[src/rtl/cor_pkg.sv]
// Package for the circle outline rasterizer: codes, constants, job and config types.
// No dependencies; imported by every module of the block.
`default_nettype none
package cor_pkg;

    localparam int COORD_W  = 16;   // centre coordinate width, signed
    localparam int OFFS_W   = 16;   // minor / major offset width
    localparam int DEC_W    = 20;   // decision term width, signed
    localparam int RAD_W    = 15;
    localparam int COLOUR_W = 8;
    localparam int MODE_W   = 2;
    localparam int DIM_W    = 13;   // window / pitch registers
    localparam int PIX_W    = 12;   // in-window column / row
    localparam int POFS_W   = 24;   // pixel offset
    localparam int PT_W     = 3;    // point index within one step
    localparam int PT_LAST  = 7;    // eight symmetric points per step
    localparam int CRD_X_W  = COORD_W + 2;  // centre plus offset, signed

    localparam logic [DIM_W-1:0]  MAX_DIM  = 13'd4096;
    localparam logic [DEC_W-1:0]  DEC_INIT = 20'd3;
    localparam logic [DEC_W-1:0]  DEC_DIAG = 20'd10;
    localparam logic [DEC_W-1:0]  DEC_AXIS = 20'd6;
    localparam logic [MODE_W-1:0] MODE_RSVD   = 2'd3;
    localparam logic [MODE_W-1:0] MODE_OPAQUE = 2'd0;

    typedef enum logic [1:0] {
        REG_BLEND_MODE    = 2'd0,
        REG_WINDOW_WIDTH  = 2'd1,
        REG_WINDOW_HEIGHT = 2'd2,
        REG_SCREEN_PITCH  = 2'd3
    } reg_idx_t;

    typedef enum logic {
        OP_START   = 1'b0,
        OP_ADVANCE = 1'b1
    } op_t;

    typedef enum logic [1:0] {
        PH_IDLE,
        PH_LOOP,
        PH_CLOSE,
        PH_SINGLE
    } phase_t;

    typedef struct packed {
        logic [MODE_W-1:0] mode;
        logic [DIM_W-1:0]  width;
        logic [DIM_W-1:0]  height;
        logic [DIM_W-1:0]  pitch;
    } cfg_t;

    // one queued step: either one result (single/blank) or eight points
    typedef struct packed {
        logic                       blank;   // idle answer, never visible
        logic                       single;  // one result only
        logic                       fin;
        logic signed [COORD_W-1:0]  cx;
        logic signed [COORD_W-1:0]  cy;
        logic [OFFS_W-1:0]          minor;
        logic [OFFS_W-1:0]          major;
        logic [COLOUR_W-1:0]        colour;
        logic [MODE_W-1:0]          mode;
    } job_t;

    typedef struct packed {
        logic full;
        logic empty;
    } q_status_t;

endpackage
`default_nettype wire

[src/rtl/circle_outline_rasterizer.sv]
// Top level of the circle outline rasterizer: config registers, front end, job queue, back end.
// Depends on cor_pkg, cor_front, cor_queue, cor_back.
//
//  channel   direction  handshake           payload
//  s_        in         s_tvalid/s_tready   s_tuser = op, s_tdata = centre, radius, colour
//  m_        out        m_tvalid/m_tready   m_tuser = visible, m_tdata = offset, colour,
//                                           mode, finished; m_tlast = run_last
//  cfg_      in         cfg_wr_en           cfg_addr = register index, cfg_wdata
//
// Results: a start item gives no result; an advance gives 8 results (1 when idle or for a
// radius of 0 or 1) at one result per cycle while m_tready is high, issued by the point
// sequencer in the back end. The first result of an advance passes through the job queue,
// the point stage register and the output register.
// Reset: synchronous; no clearing pass.
// Stalls: the 2-entry job queue lets the front keep accepting while m_tready is low;
// s_tready drops only when the queue is full.
`default_nettype none
module circle_outline_rasterizer (
    input  wire         aclk,
    input  wire         aresetn,
    // config write port
    input  wire         cfg_wr_en,
    input  wire [1:0]   cfg_addr,
    input  wire [12:0]  cfg_wdata,
    // input items
    input  wire         s_tvalid,
    output logic        s_tready,
    input  wire [55:0]  s_tdata,   // center_x[15:0], center_y[31:16], circle_radius[46:32],
                                   // pen_colour[54:47], zero pad[55]
    input  wire [0:0]   s_tuser,   // op[0]
    // result items
    output logic        m_tvalid,
    input  wire         m_tready,
    output logic [39:0] m_tdata,   // pixel_offset[23:0], out_colour[31:24], out_mode[33:32],
                                   // finished[34], zero pad[39:35]
    output logic [0:0]  m_tuser,   // visible[0]
    output logic        m_tlast    // run_last
);
    import cor_pkg::*;

    cfg_t       cfg_reg;
    q_status_t  q_status;
    logic       push, pop;
    job_t       push_job, head_job;

    logic                 out_visible, out_last, out_fin;
    logic [POFS_W-1:0]    out_offset;
    logic [COLOUR_W-1:0]  out_colour;
    logic [MODE_W-1:0]    out_mode;
    logic [DIM_W-1:0]     dim_sat;

    // window and pitch registers saturate at MAX_DIM on write
    assign dim_sat = (cfg_wdata > MAX_DIM) ? MAX_DIM : cfg_wdata;

    always_ff @(posedge aclk) begin
        if (!aresetn) begin
            cfg_reg.mode   <= MODE_OPAQUE;
            cfg_reg.width  <= 13'd640;
            cfg_reg.height <= 13'd480;
            cfg_reg.pitch  <= 13'd640;
        end else if (cfg_wr_en) begin
            case (reg_idx_t'(cfg_addr))
                REG_BLEND_MODE:    cfg_reg.mode   <= cfg_wdata[MODE_W-1:0];
                REG_WINDOW_WIDTH:  cfg_reg.width  <= dim_sat;
                REG_WINDOW_HEIGHT: cfg_reg.height <= dim_sat;
                REG_SCREEN_PITCH:  cfg_reg.pitch  <= dim_sat;
                default:           cfg_reg        <= cfg_reg;
            endcase
        end
    end

    // front: one job per accepted advance, state update per item
    cor_front u_front (
        .aclk       (aclk),
        .aresetn    (aresetn),
        .in_valid   (s_tvalid),
        .in_op      (s_tuser[0]),
        .in_cx      (s_tdata[15:0]),
        .in_cy      (s_tdata[31:16]),
        .in_radius  (s_tdata[46:32]),
        .in_colour  (s_tdata[54:47]),
        .blend_mode (cfg_reg.mode),
        .q_status   (q_status),
        .in_ready   (s_tready),
        .push       (push),
        .push_job   (push_job)
    );

    cor_queue u_queue (
        .aclk     (aclk),
        .aresetn  (aresetn),
        .push     (push),
        .push_job (push_job),
        .pop      (pop),
        .head_job (head_job),
        .status   (q_status)
    );

    // back: pops a job when its last point enters the pipe
    cor_back u_back (
        .aclk        (aclk),
        .aresetn     (aresetn),
        .cfg         (cfg_reg),
        .head_job    (head_job),
        .q_status    (q_status),
        .pop         (pop),
        .out_valid   (m_tvalid),
        .out_ready   (m_tready),
        .out_visible (out_visible),
        .out_offset  (out_offset),
        .out_colour  (out_colour),
        .out_mode    (out_mode),
        .out_last    (out_last),
        .out_fin     (out_fin)
    );

    assign m_tdata = {5'b0, out_fin, out_mode, out_colour, out_offset};
    assign m_tuser = out_visible;
    assign m_tlast = out_last;

`ifndef SYNTHESIS
    // front must never push into a full queue
    a_no_overflow: assert property (@(posedge aclk) disable iff (!aresetn)
        push |-> !q_status.full)
        else $error("job pushed into full queue");

    // back must never pop an empty queue
    a_no_underflow: assert property (@(posedge aclk) disable iff (!aresetn)
        pop |-> !q_status.empty)
        else $error("job popped from empty queue");

    // a clipped point carries a zero offset
    a_clip_zero: assert property (@(posedge aclk) disable iff (!aresetn)
        (m_tvalid && !m_tuser[0]) |-> (m_tdata[23:0] == 24'd0))
        else $error("invisible point with nonzero offset");

    // a single-result job always ends its run at once
    a_single_last: assert property (@(posedge aclk) disable iff (!aresetn)
        (pop && head_job.single) |-> (head_job.fin))
        else $error("single job without finished flag");
`endif

endmodule
`default_nettype wire

[src/rtl/cor_front.sv]
// Front end: accepts items, runs Bresenham's circle recurrence, queues one job per advance.
// Depends on cor_pkg.
`default_nettype none
module cor_front (
    input  wire                          aclk,
    input  wire                          aresetn,
    input  wire                          in_valid,
    input  wire                          in_op,
    input  wire [cor_pkg::COORD_W-1:0]   in_cx,
    input  wire [cor_pkg::COORD_W-1:0]   in_cy,
    input  wire [cor_pkg::RAD_W-1:0]     in_radius,
    input  wire [cor_pkg::COLOUR_W-1:0]  in_colour,
    input  wire [cor_pkg::MODE_W-1:0]    blend_mode,
    input  cor_pkg::q_status_t           q_status,
    output logic                         in_ready,
    output logic                         push,
    output cor_pkg::job_t                push_job
);
    import cor_pkg::*;

    phase_t                    phase_reg, phase_next;
    logic [COORD_W-1:0]        cx_reg, cx_next;
    logic [COORD_W-1:0]        cy_reg, cy_next;
    logic [COLOUR_W-1:0]       colour_reg, colour_next;
    logic [OFFS_W-1:0]         minor_reg, minor_next;
    logic [OFFS_W-1:0]         major_reg, major_next;
    logic [DEC_W-1:0]          dec_reg, dec_next;

    logic                      accept;
    logic [MODE_W-1:0]         mode_eff;
    logic [DEC_W-1:0]          diff;
    logic [OFFS_W-1:0]         minor_step, major_step;

    assign in_ready = !q_status.full;
    assign accept   = in_valid && in_ready;
    assign mode_eff = (blend_mode == MODE_RSVD) ? MODE_OPAQUE : blend_mode;

    always_ff @(posedge aclk) begin
        if (!aresetn) begin
            phase_reg  <= PH_IDLE;
            cx_reg     <= '0;
            cy_reg     <= '0;
            colour_reg <= '0;
            minor_reg  <= '0;
            major_reg  <= '0;
            dec_reg    <= '0;
        end else begin
            phase_reg  <= phase_next;
            cx_reg     <= cx_next;
            cy_reg     <= cy_next;
            colour_reg <= colour_next;
            minor_reg  <= minor_next;
            major_reg  <= major_next;
            dec_reg    <= dec_next;
        end
    end

    always_comb begin
        phase_next  = phase_reg;
        cx_next     = cx_reg;
        cy_next     = cy_reg;
        colour_next = colour_reg;
        minor_next  = minor_reg;
        major_next  = major_reg;
        dec_next    = dec_reg;
        push        = 1'b0;

        push_job.blank  = 1'b0;
        push_job.single = 1'b0;
        push_job.fin    = 1'b0;
        push_job.cx     = cx_reg;
        push_job.cy     = cy_reg;
        push_job.minor  = minor_reg;
        push_job.major  = major_reg;
        push_job.colour = colour_reg;
        push_job.mode   = mode_eff;

        // loop recurrence, used in PH_LOOP
        diff       = {{(DEC_W-OFFS_W){1'b0}}, minor_reg} - {{(DEC_W-OFFS_W){1'b0}}, major_reg};
        minor_step = minor_reg + OFFS_W'(1);
        major_step = dec_reg[DEC_W-1] ? major_reg : (major_reg - OFFS_W'(1));

        if (accept) begin
            if (in_op == OP_START) begin
                cx_next     = in_cx;
                cy_next     = in_cy;
                colour_next = in_colour;
                minor_next  = '0;
                major_next  = {{(OFFS_W-RAD_W){1'b0}}, in_radius};
                dec_next    = DEC_INIT - {{(DEC_W-RAD_W-1){1'b0}}, in_radius, 1'b0};
                phase_next  = (in_radius <= RAD_W'(1)) ? PH_SINGLE : PH_LOOP;
            end else begin
                push = 1'b1;
                case (phase_reg)
                    PH_IDLE: begin
                        push_job.blank  = 1'b1;
                        push_job.single = 1'b1;
                        push_job.fin    = 1'b1;
                        push_job.colour = '0;
                        push_job.mode   = MODE_OPAQUE;
                    end
                    PH_SINGLE: begin
                        push_job.single = 1'b1;
                        push_job.fin    = 1'b1;
                        push_job.minor  = '0;
                        push_job.major  = '0;
                        phase_next      = PH_IDLE;
                    end
                    PH_CLOSE: begin
                        push_job.fin = 1'b1;
                        phase_next   = PH_IDLE;
                    end
                    PH_LOOP: begin
                        if (!dec_reg[DEC_W-1]) begin
                            dec_next = dec_reg + {diff[DEC_W-3:0], 2'b00} + DEC_DIAG;
                        end else begin
                            dec_next = dec_reg
                                     + {{(DEC_W-OFFS_W-2){1'b0}}, minor_reg, 2'b00} + DEC_AXIS;
                        end
                        minor_next = minor_step;
                        major_next = major_step;
                        if (minor_step > major_step) begin
                            push_job.fin = 1'b1;
                            phase_next   = PH_IDLE;
                        end else if (minor_step == major_step) begin
                            phase_next   = PH_CLOSE;
                        end
                    end
                    default: begin
                        phase_next = PH_IDLE;
                    end
                endcase
            end
        end
    end

endmodule
`default_nettype wire

[src/rtl/cor_queue.sv]
// Two-entry job queue between the front end and the point sequencer.
// Depends on cor_pkg.
`default_nettype none
module cor_queue (
    input  wire                 aclk,
    input  wire                 aresetn,
    input  wire                 push,
    input  cor_pkg::job_t       push_job,
    input  wire                 pop,
    output cor_pkg::job_t       head_job,
    output cor_pkg::q_status_t  status
);
    import cor_pkg::*;

    job_t        entry_reg [2];
    logic        wr_ptr_reg, rd_ptr_reg;
    logic [1:0]  count_reg, count_next;
    logic        do_push, do_pop;

    assign status.full  = (count_reg == 2'd2);
    assign status.empty = (count_reg == 2'd0);
    assign do_push      = push && !status.full;
    assign do_pop       = pop && !status.empty;
    assign head_job     = entry_reg[rd_ptr_reg];

    always_comb begin
        count_next = count_reg;
        case ({do_push, do_pop})
            2'b10:   count_next = count_reg + 2'd1;
            2'b01:   count_next = count_reg - 2'd1;
            default: count_next = count_reg;
        endcase
    end

    always_ff @(posedge aclk) begin
        if (!aresetn) begin
            wr_ptr_reg <= 1'b0;
            rd_ptr_reg <= 1'b0;
            count_reg  <= 2'd0;
        end else begin
            count_reg <= count_next;
            if (do_push) begin
                wr_ptr_reg <= !wr_ptr_reg;
            end
            if (do_pop) begin
                rd_ptr_reg <= !rd_ptr_reg;
            end
        end
    end

    always_ff @(posedge aclk) begin
        if (do_push) begin
            entry_reg[wr_ptr_reg] <= push_job;
        end
    end

endmodule
`default_nettype wire

[src/rtl/cor_back.sv]
// Back end: expands queued jobs into points, clips them, forms row*pitch+col, output register.
// Depends on cor_pkg.
`default_nettype none
module cor_back (
    input  wire                          aclk,
    input  wire                          aresetn,
    input  cor_pkg::cfg_t                cfg,
    input  cor_pkg::job_t                head_job,
    input  cor_pkg::q_status_t           q_status,
    output logic                         pop,
    output logic                         out_valid,
    input  wire                          out_ready,
    output logic                         out_visible,
    output logic [cor_pkg::POFS_W-1:0]   out_offset,
    output logic [cor_pkg::COLOUR_W-1:0] out_colour,
    output logic [cor_pkg::MODE_W-1:0]   out_mode,
    output logic                         out_last,
    output logic                         out_fin
);
    import cor_pkg::*;

    typedef struct packed {
        logic                visible;
        logic [PIX_W-1:0]    col;
        logic [PIX_W-1:0]    row;
        logic [COLOUR_W-1:0] colour;
        logic [MODE_W-1:0]   mode;
        logic                last;
        logic                fin;
    } pt_t;

    function automatic logic in_win(input logic [CRD_X_W-1:0] v, input logic [DIM_W-1:0] lim);
        in_win = !v[CRD_X_W-1] && (v < {{(CRD_X_W-DIM_W){1'b0}}, lim});
    endfunction

    logic [PT_W-1:0]      pt_idx_reg, pt_idx_next;
    logic                 s1_valid_reg;
    pt_t                  s1_reg, s1_next;
    logic                 out_valid_reg;

    logic                 out_can, s1_can, issue, last_pt;
    logic [OFFS_W-1:0]    a_ofs, b_ofs;
    logic [CRD_X_W-1:0]   cx_ext, cy_ext, a_ext, b_ext, col, row;
    logic [POFS_W:0]      prod;
    logic [POFS_W:0]      sum;

    assign out_can = !out_valid_reg || out_ready;
    assign s1_can  = !s1_valid_reg || out_can;
    assign issue   = !q_status.empty && s1_can;
    assign last_pt = head_job.single || (pt_idx_reg == PT_W'(PT_LAST));
    assign pop     = issue && last_pt;
    assign out_valid = out_valid_reg;

    // point k: bit 2 swaps minor/major, bit 0 signs the column, bit 1 the row
    always_comb begin
        a_ofs  = pt_idx_reg[2] ? head_job.major : head_job.minor;
        b_ofs  = pt_idx_reg[2] ? head_job.minor : head_job.major;
        cx_ext = {{(CRD_X_W-COORD_W){head_job.cx[COORD_W-1]}}, head_job.cx};
        cy_ext = {{(CRD_X_W-COORD_W){head_job.cy[COORD_W-1]}}, head_job.cy};
        a_ext  = {{(CRD_X_W-OFFS_W){1'b0}}, a_ofs};
        b_ext  = {{(CRD_X_W-OFFS_W){1'b0}}, b_ofs};
        col    = pt_idx_reg[0] ? (cx_ext + a_ext) : (cx_ext - a_ext);
        row    = pt_idx_reg[1] ? (cy_ext + b_ext) : (cy_ext - b_ext);

        s1_next.visible = !head_job.blank && in_win(col, cfg.width) && in_win(row, cfg.height);
        s1_next.col     = col[PIX_W-1:0];
        s1_next.row     = row[PIX_W-1:0];
        s1_next.colour  = head_job.colour;
        s1_next.mode    = head_job.mode;
        s1_next.last    = last_pt;
        s1_next.fin     = head_job.fin;

        pt_idx_next = pt_idx_reg;
        if (pop) begin
            pt_idx_next = '0;
        end else if (issue) begin
            pt_idx_next = pt_idx_reg + PT_W'(1);
        end
    end

    assign prod = {{(POFS_W+1-PIX_W){1'b0}}, s1_reg.row}
                * {{(POFS_W+1-DIM_W){1'b0}}, cfg.pitch};
    assign sum  = prod + {{(POFS_W+1-PIX_W){1'b0}}, s1_reg.col};

    always_ff @(posedge aclk) begin
        if (!aresetn) begin
            pt_idx_reg    <= '0;
            s1_valid_reg  <= 1'b0;
            out_valid_reg <= 1'b0;
        end else begin
            pt_idx_reg <= pt_idx_next;
            if (s1_can) begin
                s1_valid_reg <= issue;
            end
            if (out_can) begin
                out_valid_reg <= s1_valid_reg;
            end
        end
    end

    always_ff @(posedge aclk) begin
        if (issue) begin
            s1_reg <= s1_next;
        end
        if (out_can && s1_valid_reg) begin
            out_visible <= s1_reg.visible;
            out_offset  <= s1_reg.visible ? sum[POFS_W-1:0] : '0;
            out_colour  <= s1_reg.colour;
            out_mode    <= s1_reg.mode;
            out_last    <= s1_reg.last;
            out_fin     <= s1_reg.fin;
        end
    end

endmodule
`default_nettype wire

[config.mk]
export PLATFORM = sky130hd
export DESIGN_NAME = circle_outline_rasterizer
export DESIGN_NICKNAME = d
export VERILOG_FILES = /design/src/rtl/cor_pkg.sv /design/src/rtl/circle_outline_rasterizer.sv /design/src/rtl/cor_front.sv /design/src/rtl/cor_queue.sv /design/src/rtl/cor_back.sv
export SDC_FILE = /design/constraint.sdc
export NUM_CORES = 1
export LEC_CHECK = 0
export BUFFER_PORTS_ARGS = -buffer_cell sky130_fd_sc_hd__buf_2
export CAP_MARGIN = 20
export CELL_PAD_IN_SITES_DETAIL_PLACEMENT = 1
export CELL_PAD_IN_SITES_GLOBAL_PLACEMENT = 1
export CORE_MARGIN = 2
export CORE_UTILIZATION = 55
export CTS_BUF_LIST = sky130_fd_sc_hd__clkbuf_4
export CTS_CLUSTER_SIZE = 8
export DETAILED_ROUTE_END_ITERATION = 10
export GPL_ROUTABILITY_DRIVEN = 1
export MAX_ROUTING_LAYER = met4
export PLACE_DENSITY_LB_ADDON = 0.08
export SYNTH_ARGS = -nofsm -noshare
export SYNTH_HDL_FRONTEND = slang
export SYNTH_SLANG_ARGS = --single-unit
[constraint.sdc]
create_clock -name aclk -period 10.7 [get_ports aclk]
set_input_delay 0.535 -clock aclk [delete_from_list [all_inputs] [get_ports aclk]]
set_output_delay 0.535 -clock aclk [all_outputs]
set_load 0.1 [all_outputs]
# ---- After elaboration in Yosys (flattened, before gate mapping)
# Memories as Yosys holds them, arrays and structs flattened. A register that Yosys moved wholly into a read port is not among the register bits.
# Index checks and enable logic that the tools add are counted.
dict set report totals {
  out_inout_bits 44
  romBits 0
  latch_bits 0
  inputBits 77
  n_memories 1
  wordCells 143
  ram_bits 154
  ff_bits 218
}
# memory depth word_bits read_ports rd_ports_with_merged_regs wr line_no
set memory_table {}
lappend memory_table {u_queue.entry_reg 2 77 1 1 1 cor_queue.sv:15} ;# job_t entry_reg [2];
dict set report op_classes {
  reduce_logical 37
  div 0
  n_addsub 16
  bitwise_logic 2
  mux 36
  n_lt_le_gt_ge 5
  eq_ne 15
  mul 1
  shift 0
}
# op count
set op_table {}
lappend op_table {{16-bit 2-to-1 mux} 7}
lappend op_table {{42-bit 2-to-1 mux} 2}
lappend op_table {{20-bit 2-to-1 mux} 3}
lappend op_table {{16-bit by 17-bit adder with 18-bit output} 2}
lappend op_table {{18-bit by 13-bit < comparator with 1-bit output} 2}
lappend op_table {{18-bit 2-to-1 mux} 2}
lappend op_table {{16-bit by 17-bit subtractor with 18-bit output} 2}
lappend op_table {{32-bit 2-to-1 mux} 1}
lappend op_table {{24-bit by 12-bit adder with 24-bit output} 1}
lappend op_table {{12-bit by 13-bit multiplier with 24-bit output} 1}
lappend op_table {{20-bit by 18-bit adder with 20-bit output} 1}
lappend op_table {{20-bit adder} 1}
lappend op_table {{20-bit by 3-bit adder with 20-bit output, second input constant} 1}
lappend op_table {{20-bit by 4-bit adder with 20-bit output, second input constant} 1}
lappend op_table {{16-bit by 16-bit subtractor with 17-bit output} 1}
lappend op_table {{2-bit by 16-bit subtractor with 17-bit output, first input constant} 1}
lappend op_table {{16-bit by 1-bit adder with 16-bit output, second input constant} 1}
lappend op_table {{16-bit == test} 1}
lappend op_table {{16-bit greater-than comparator} 1}
lappend op_table {{16-bit by 1-bit subtractor with 16-bit output, second input constant} 1}
lappend op_table {{15-bit by 1-bit <= comparator with 1-bit output, second input constant} 1}
lappend op_table {{2-bit == test, second input constant} 7}
lappend op_table {{13-bit greater-than comparator, second input constant} 1}
lappend op_table {{13-bit 2-to-1 mux} 1}
lappend op_table {{24 further kinds} 69}

# ---- Longest topological paths before layout
# Gate-level depths: netlist (run 1).
dict set report logic_depth {
  word_depth 8
  mapped_depth 26
  ltp_nobuf 24
}

# ---- Modules after synthesis
# From an unflattened synthesis (run 1), not the netlist that was laid out.
dict set report hier_totals {
  hier_cells 2805
  hier_area_um2 27405.0
}
# mod cells_each n_inst area_each_um2
set modules_own_cells {}
lappend modules_own_cells {cor_back 1273 1 11611.1}
lappend modules_own_cells {cor_front 1069 1 8261.7}
lappend modules_own_cells {cor_queue 266 1 5791.8}
lappend modules_own_cells {circle_outline_rasterizer 197 1 1740.4}

# ---- Worst setup path before layout (run 1)
# OpenSTA, ideal clock, no wires.
dict set report synth_path {
  path_kind {flip-flop to flip-flop}
  startpoint {register u_queue.count_reg[0]}
  endpoint {memory u_queue.entry_reg[0][0] (netlist bit) (enable)}
  setup_slack_ps 5096
  path_buffers 1
  setup_ps 515
  required_ps 10185
  stages_incl_launch_ff 6
  t_arrival_ps 5089
  path_cell_list {dfxtp_1 -> nand2b_1 -> and2_1 -> clkbuf_1 -> nand2_1 -> nor2_1}
}
dict set report synth_via {
  elab_chain_len 7
}
# element line_no
set synth_rtl {}
lappend synth_rtl {{start, declared} cor_queue.sv:17} ;# logic [1:0] count_reg, count_next;
lappend synth_rtl {{start signal, assigned} cor_queue.sv:41} ;# count_reg <= count_next;
lappend synth_rtl {{2-bit == test *} cor_queue.sv:20} ;# assign status.full = (count_reg == 2'd2);
lappend synth_rtl {{1-bit zero test *} cor_front.sv:34} ;# assign in_ready = !q_status.full;
lappend synth_rtl {{via s_tready} circle_outline_rasterizer.sv:27} ;# output logic s_tready,
lappend synth_rtl {{1-bit logical AND} cor_front.sv:35} ;# assign accept = in_valid && in_ready;
lappend synth_rtl {{1-bit 2-to-1 mux} cor_front.sv:83} ;# if (accept) begin
lappend synth_rtl {{1-bit logical AND *} cor_queue.sv:22} ;# assign do_push = push && !status.full;
lappend synth_rtl {{1-bit 2-to-1 mux *} cor_queue.sv:52} ;# if (do_push) begin
lappend synth_rtl {{1-bit 2-to-1 mux (implied by the code) *} cor_queue.sv:53} ;# entry_reg[wr_ptr_reg] <= push_job;
lappend synth_rtl {{end, declared} cor_queue.sv:15}
# The timed path passes the listed nets; every way through them passes the cells marked *.

==> flow_summary.ini, run 1 <==
[clock_tree]
clock_latency_ns = 0.89
cts_buffers = 101
cts-root-buf = clkbuf_4
cts_htree_levels = 3
clock-sinks = 372
ctsResizeCount = 0
cts.clk_slew.worst_paths_ns = 0.07
cts_tree = done
cts_buffer_depth = 3

[timing]
hold_viol = 0
setup_tns_ns = 0
setup_ws_ns = 4.09
skew_ns = 0.0694
period_share_pct = 61.8
tightest_slew_ns = 1.05
fmax_ghz = 0.151
slew_violations = 0
relSlewSlack_pct = 29.5
rsz0062_at_grt = false
setup_viol = 0
min_period_ns = 6.61

[final_layout]
finish.instance_area_um2 = 29400
area_growth_pct = 10.8
fin_nets = 3287
largest_reg_flops = 154
fillers = 5317
drive_gt1_share_pct = 13.3

[floorplan]
rows = 80
die_w_um = 224
io_pins = 121
initial_core_util_pct = 55.6
dieArea_um2 = 50000
die_h_um = 224
core_um2 = 47600

[grt]
grt_pass1_wl_mm = 123
grt_max_degree = 82
grt.overflow.total = 0
grt_pass1_vias = 22869
track_usage_pct = 32.5
antenna_found_initial = 6

[yosys]
synth_edf_count = 228
netlist_area_um2 = 26500
synth-main-ff-cell = edfxtp_1
avgSynthCellArea_um2 = 9.91
async_reset_ff_share_pct = 0
syn-instance-count = 2675
ys_seq_area_share_pct = 36.7
ys_ff_latch = 372
ys_types = 80
synth_warnings = 0

[critical_path]
critPathMaxStageDelay_ns = 0.81
crit_slowest_cell = dfxtp_4
r2r_slack_ns = 4.09
crit_chain = mux4_1 > nor2_1 > and3_1 > and2_1 > nand2_1 > nor2_1 > a21oi_1 > xor2_1 > ha_1 > nor3_1 > a211oi_1 > a21oi_1 > xnor2_1 > ha_1 > a211oi_1 > nand4_1 > a2111oi_0 > nand4_1 > nor4_1 > o2111ai_1 > nor3_1 > and3_1
path_delay_family = simple AND/OR/NAND/NOR gates
crit_required_ns = 11.44
crit_type = flip-flop to flip-flop
cp_max_fo = 40
cp_num_buf_inv = 0
r2r_cells = 22
r2r-end = u_back.s1_reg[36]$_DFFE_PP_
arrival_ns = 7.35
end_kind = flip-flop
crit_path_start_kind = flip-flop

[routing]
antenna_left = 0
viasPerCell = 5.89
vias = 20911
route.detailed.drc = 0
drtPass1Iterations = 5
wl_per_cell_um = 21.9
routed_wl_mm = 77.9
drt_iter0_drc = 1002

[power]
swShare_pct = 47.2
power_frac_seq_pct = 25.5
p_clk_share_pct = 16.7
internal_power_uw = 4360
combPwrFrac_pct = 57.8
p_leak_uw = 0.0126
p_per_area_nw_per_um2 = 281
peakVddDrop_uv = 306
netSwitchingPower_uw = 3900

[worst_hold_path]
hp-class = input pin to flip-flop
min_from = cfg_wdata[0]
worstHoldPathCells = 3
min_to = cfg_reg[39]$_SDFFE_PN0P_

[placement]
pre_cts_ws_ns = 4.10
postPlaceCellArea_um2 = 27500
dpl.hpwl_mm = 55.2
gp_congestion = 0.891
portBuffers = 114

[run_status]
status = finished, final reports clean

[flow_run]
drv_cap = 0
stage by stage:
stage / power, uW / util, % / hold WS (ns) / std cells
6_report: 8260 / 61.6 / 0.0319 / 3552
5_1_grt: 8940 / 61.6 / 0.0395 / 3552
4_1_cts: 8250 / 61.5 / 0.00191 / 3545
3_5_place_dp: 6830 / 57.8 / 0.411 / 3316
3_3_place_gp: 6580 / 57.8 / 0.401 / 3316
2_1_floorplan: 5590 / - / 0.400 / 2679
cells in the final DEF (no fill, tap or decap), types with 24 or more instances in the layout:
cell type / count
nor2b_1: 44
nor2_1: 154
o21a_1: 31
inv_1: 258
buf_2: 114
nand2_1: 321
and2_1: 98
ha_1: 239
nor3_1: 38
xnor2_1: 89
clkbuf_4: 157
dlygate4sd3_1: 40
a21oi_1: 178
mux2_2: 51
a21o_1: 24
dfxtp_1: 143
a21boi_0: 37
edfxtp_1: 228
nand3_1: 34
xor2_1: 58
o21ai_0: 85
a31oi_1: 32
fa_1: 125
layout make-up:
| type | instances | area (um^2) | share of cell area, % |
|---|---|---|---|
| Multi-Input combinational cell | 1938 | 15400 | 52.3 |
| Clock inverter | 32 | 194 | 0.660 |
| Sequential cell | 372 | 9730 | 33.1 |
| Tap cell | 615 | 769 | 2.62 |
| Inverter | 260 | 976 | 3.32 |
| Timing Repair Buffer | 173 | 1150 | 3.90 |
| Clock buffer | 157 | 1180 | 4.01 |
| Antenna cell | 5 | 12.5 | 0.0426 |
cell families after synthesis:
family / count (synthesis) / synth area share [%]
AO/OA/AOI/OAI: 523 / 12.5
XOR/XNOR: 147 / 4.86
adder cells (fa/ha/maj): 364 / 20.7
buffers and inverters: 369 / 5.59
flip-flops: 372 / 36.7
multiplexers: 98 / 5.26
other: 1 / 0.0141
AND/OR/NAND/NOR: 801 / 14.3
how the worst max path moves through the flow:
stage                                            startpoint                                 to  slack [ns]  depth (start not counted)
after detailed placement                          flip-flop        u_back.s1_reg[36]$_DFFE_PP_        4.10                         23
after CTS                                         flip-flop        u_back.s1_reg[36]$_DFFE_PP_        4.06                         23
after global placement                            flip-flop        u_back.s1_reg[36]$_DFFE_PP_        4.33                         23
after floorplan           u_queue.count_reg[0]$_SDFFE_PN0P_  u_queue.entry_reg[0][0]$_DFFE_PP_        5.10                          5
final                                             flip-flop        u_back.s1_reg[36]$_DFFE_PP_        4.09                         22
after global routing                              flip-flop        u_back.s1_reg[36]$_DFFE_PP_        3.49                         23
metal layers:
| metal | global-route usage (%) | vias to the layer above | share of wire, % | wire (um) |
|---|---|---|---|---|
| met3 | 4.72 | 199 | 3.8 | 2960 |
| met1 | 37.0 | 10511 | 40 | 31500 |
| li1 | - | 9682 | - | - |
| met5 | - | - | 0 | 0 |
| met2 | 56.5 | 519 | 51 | 39900 |
| met4 | 15.2 | 0 | 4.5 | 3480 |
worst register-to-register path: cells and delay by family (launching register included):
family	cells	cell delay, ns
adders and majority gates	2	0.52
AOI/OAI and AO/OA	6	1.89
and+or+nand+nor	11	1.97
muxes	1	0.81
DFF	1	0.81
xor gates and xnor gates	2	0.49
synth_stat cells (all sizes together) (11+ instances only):
| cell type | n | share of area (%) |
|---|---|---|
| a211oi | 19 | 0.54 |
| a21boi | 37 | 1.0 |
| a21o | 24 | 0.68 |
| a21oi | 179 | 3.4 |
| a22oi | 11 | 0.31 |
| a31oi | 32 | 0.76 |
| and2 | 98 | 2.3 |
| and3 | 24 | 0.57 |
| buf | 23 | 0.69 |
| clkbuf | 86 | 1.2 |
| dfxtp | 144 | 11 |
| edfxtp | 228 | 26 |
| fa | 125 | 9.4 |
| ha | 239 | 11 |
| inv | 259 | 3.7 |
| mux2 | 51 | 2.2 |
| mux2i | 23 | 0.87 |
| mux4 | 24 | 2.2 |
| nand2 | 322 | 4.6 |
| nand2b | 19 | 0.45 |
| nand3 | 34 | 0.64 |
| nand4 | 16 | 0.38 |
| nor2 | 156 | 2.2 |
| nor2b | 45 | 1.1 |
| nor3 | 39 | 0.76 |
| nor4 | 15 | 0.43 |
| o211ai | 23 | 0.65 |
| o21a | 31 | 0.88 |
| o21ai | 88 | 1.7 |
| o21bai | 13 | 0.37 |
| xnor2 | 89 | 2.9 |
| xor2 | 58 | 1.9 |
repair_timing:
item,CTS,global route
hold endpoints to repair,40,0
buffers inserted,0,0
hold buffers,40,0
power by group through the flow:
stage          registers (uW)  logic (uW)  clock network (uW)
4_1_cts                  2100        4760                1390
6_report                 2110        4780                1380
2_1_floorplan            2300        3290                   0
5_1_grt                  2130        5330                1480
3_3_place_gp             2110        4480                   0
3_5_place_dp             2130        4700                   0
No activity file was read; power rests on OpenSTA's default activity.
==> run 2: changes to the inputs <==
Settings changed: CORE_UTILIZATION 55 to 46.
Clock period 10.7 ns to 5.9 ns, I/O delays scaled along.
==> flow_summary.ini, run 2 (synthesized netlist as in run 1, its figures left out) <==
[power]
combPwrFrac_pct = 60.1
power_frac_seq_pct = 23.6
peakVddDrop_uv = 676
p_per_area_nw_per_um2 = 506
power_uw = 15500
internal_power_uw = 8300
netSwitchingPower_uw = 7160
swShare_pct = 46.3
p_leak_uw = 0.0132
p_clk_share_pct = 16.3

[floorplan]
dieArea_um2 = 59600
initial_core_util_pct = 46.7
core_um2 = 56700
die_w_um = 244
io_pins = 121
die_h_um = 244
rows = 87

[critical_path]
end_kind = flip-flop
arrival_ns = 6.28
reg2reg_from = u_back.s1_reg[14]$_DFFE_PP_
crit_type = flip-flop to flip-flop
crit_start = u_back.s1_reg[14]$_DFFE_PP_
crit_path_start_kind = flip-flop
crit_chain = nand2_1 > fa_1 > inv_1 > fa_1 > fa_1 > inv_1 > fa_1 > inv_1 > fa_1 > ha_1 > a2111oi_1 > o21ai_1 > a41o_1 > a21oi_1 > buf_4 > a21oi_1 > o21ai_1 > nand3_1 > nor3b_1
cp_max_fo = 5
crit_slowest_cell = fa_1
critPathMaxStageDelay_ns = 0.55
crit_required_ns = 6.47
crit_top_cell = fa_1

[clock_tree]
clock_latency_ns = 0.91
cts_buffers = 103
cts_htree_levels = 3
clock-sinks = 372
cts-root-buf = clkbuf_4
cts_tree = done
cts_buffer_depth = 3
cts.clk_slew.worst_paths_ns = 0.06

[worst_hold_path]
hp-class = input pin to flip-flop
min_from = cfg_wr_en

[timing]
fmax_ghz = 0.175
tightest_slew_ns = 1.12
min_period_ns = 5.71
whs_ns = 0.0907
period_share_pct = 96.8
slew_violations = 0
skew_ns = 0.0788
hold_viol = 0
relSlewSlack_pct = 25.3
setup_tns_ns = 0
setup_viol = 0

[grt]
track_usage_pct = 26.8
grt.overflow.total = 0
antenna_found_initial = 3
grt_pass1_wl_mm = 122
grt_max_degree = 82
grt.met3_usage_pct = 3.53
grt_pass1_vias = 22670
top_usage_layer = met2
use_met1_pct = 30.5
met2_usage_pct = 48.9

[final_layout]
area_growth_pct = 15.2
fillers = 6433
drive_gt1_share_pct = 16.0
stdcell_count = 3807
fin_nets = 3398
final_cell_mix = nand2_1, inv_1, ha_1
finish.instance_area_um2 = 30500
layout_commonest_cell = nand2_1
largest_reg_flops = 154

[routing]
viasPerCell = 5.49
route.detailed.drc = 0
drtPass1Iterations = 5
antenna_left = 0
vias = 20896
routed_wl_mm = 76.7
wl_per_cell_um = 20.1
drt_iter0_drc = 890

[placement]
dpl.hpwl_mm = 56.8
dp_cells = 3512
postPlaceCellArea_um2 = 28100
gp_congestion = 0.902
portBuffers = 114

[flow_run]
drv_cap = 0

[run_status]
status = finished, final reports clean
run 2: cell count changes in the layout (fill, tap and decap cells not counted), sizes merged:
cell	before	now
inv	261	264
clkinvlp	1	0
diode	5	4
dlygate4sd3	40	78
buf	133	204
clkinv	29	30
clkbuf	157	160
run 2: what timing repair did:
| action | CTS | global route |
|---|---|---|
| gates resized for setup | 0 | 30 |
| hold buffers | 78 | 0 |
| setup buffers | 0 | 18 |
| endpoints found under the hold margin | 114 | 0 |
| setup endpoints to repair | 0 | 7 |
run 2: final timing paths:
kind | to | slack (ns) | cells after the start
hold reg to reg | u_back.out_colour[5]$_DFFE_PP_ | 0.40 | 0
setup reg to reg | u_back.out_offset[20]$_SDFFCE_PN0P_ | 0.19 | 19
setup / recovery | u_back.out_offset[20]$_SDFFCE_PN0P_ | 0.19 | 19
hold / removal | cfg_reg[1]$_SDFFE_PN0P_ | 0.09 | 4
run 2: power groups by stage:
stage / Clock, uW / Combinational, uW / Sequential [uW]
finish: 2520 / 9280 / 3650
global route: 2730 / 10300 / 3690
CTS: 2600 / 9020 / 3700
detailed placement: 0 / 8920 / 3760
global placement: 0 / 8560 / 3730
floorplan: 0 / 5970 / 4170
run 2: metrics by stage:
| step | setup slack, ns | util [%] |
|---|---|---|
| finish | 0.191 | 53.8 |
| global placement | 0.159 | 49.6 |
| floorplan | 0.296 | - |
| detailed placement | 0.0707 | 49.6 |
| CTS | 0.0130 | 53.5 |
| global route | -0.0517 | 53.8 |
run 2: final cells by class:
cell class	instances	area (um^2)	area share [%]
multi-input combinational	1938	15400	50.4
antenna	4	10.0	0.0328
clock buffer	160	1200	3.93
inverter	260	976	3.20
tap	756	946	3.10
clock inverter	35	209	0.684
timing repair buffer	282	2050	6.73
sequential	372	9740	31.9
run 2: routing by layer:
| layer | part of all wire (%) | vias to the layer above |
|---|---|---|
| li1 | - | 9923 |
| met1 | 41 | 10488 |
| met2 | 53 | 353 |
| met3 | 3.2 | 132 |
| met4 | 2.5 | 0 |
| met5 | 0 | - |
run 2: worst max-delay path, delay by kind of cell, from the launching register on:
family	cells	cell delay, ns
adders and majority gates	6	2.84
and+or+nand+nor	3	0.36
AOI/OAI and AO/OA	6	1.46
buffers and inverters	4	0.31
DFF	1	0.42
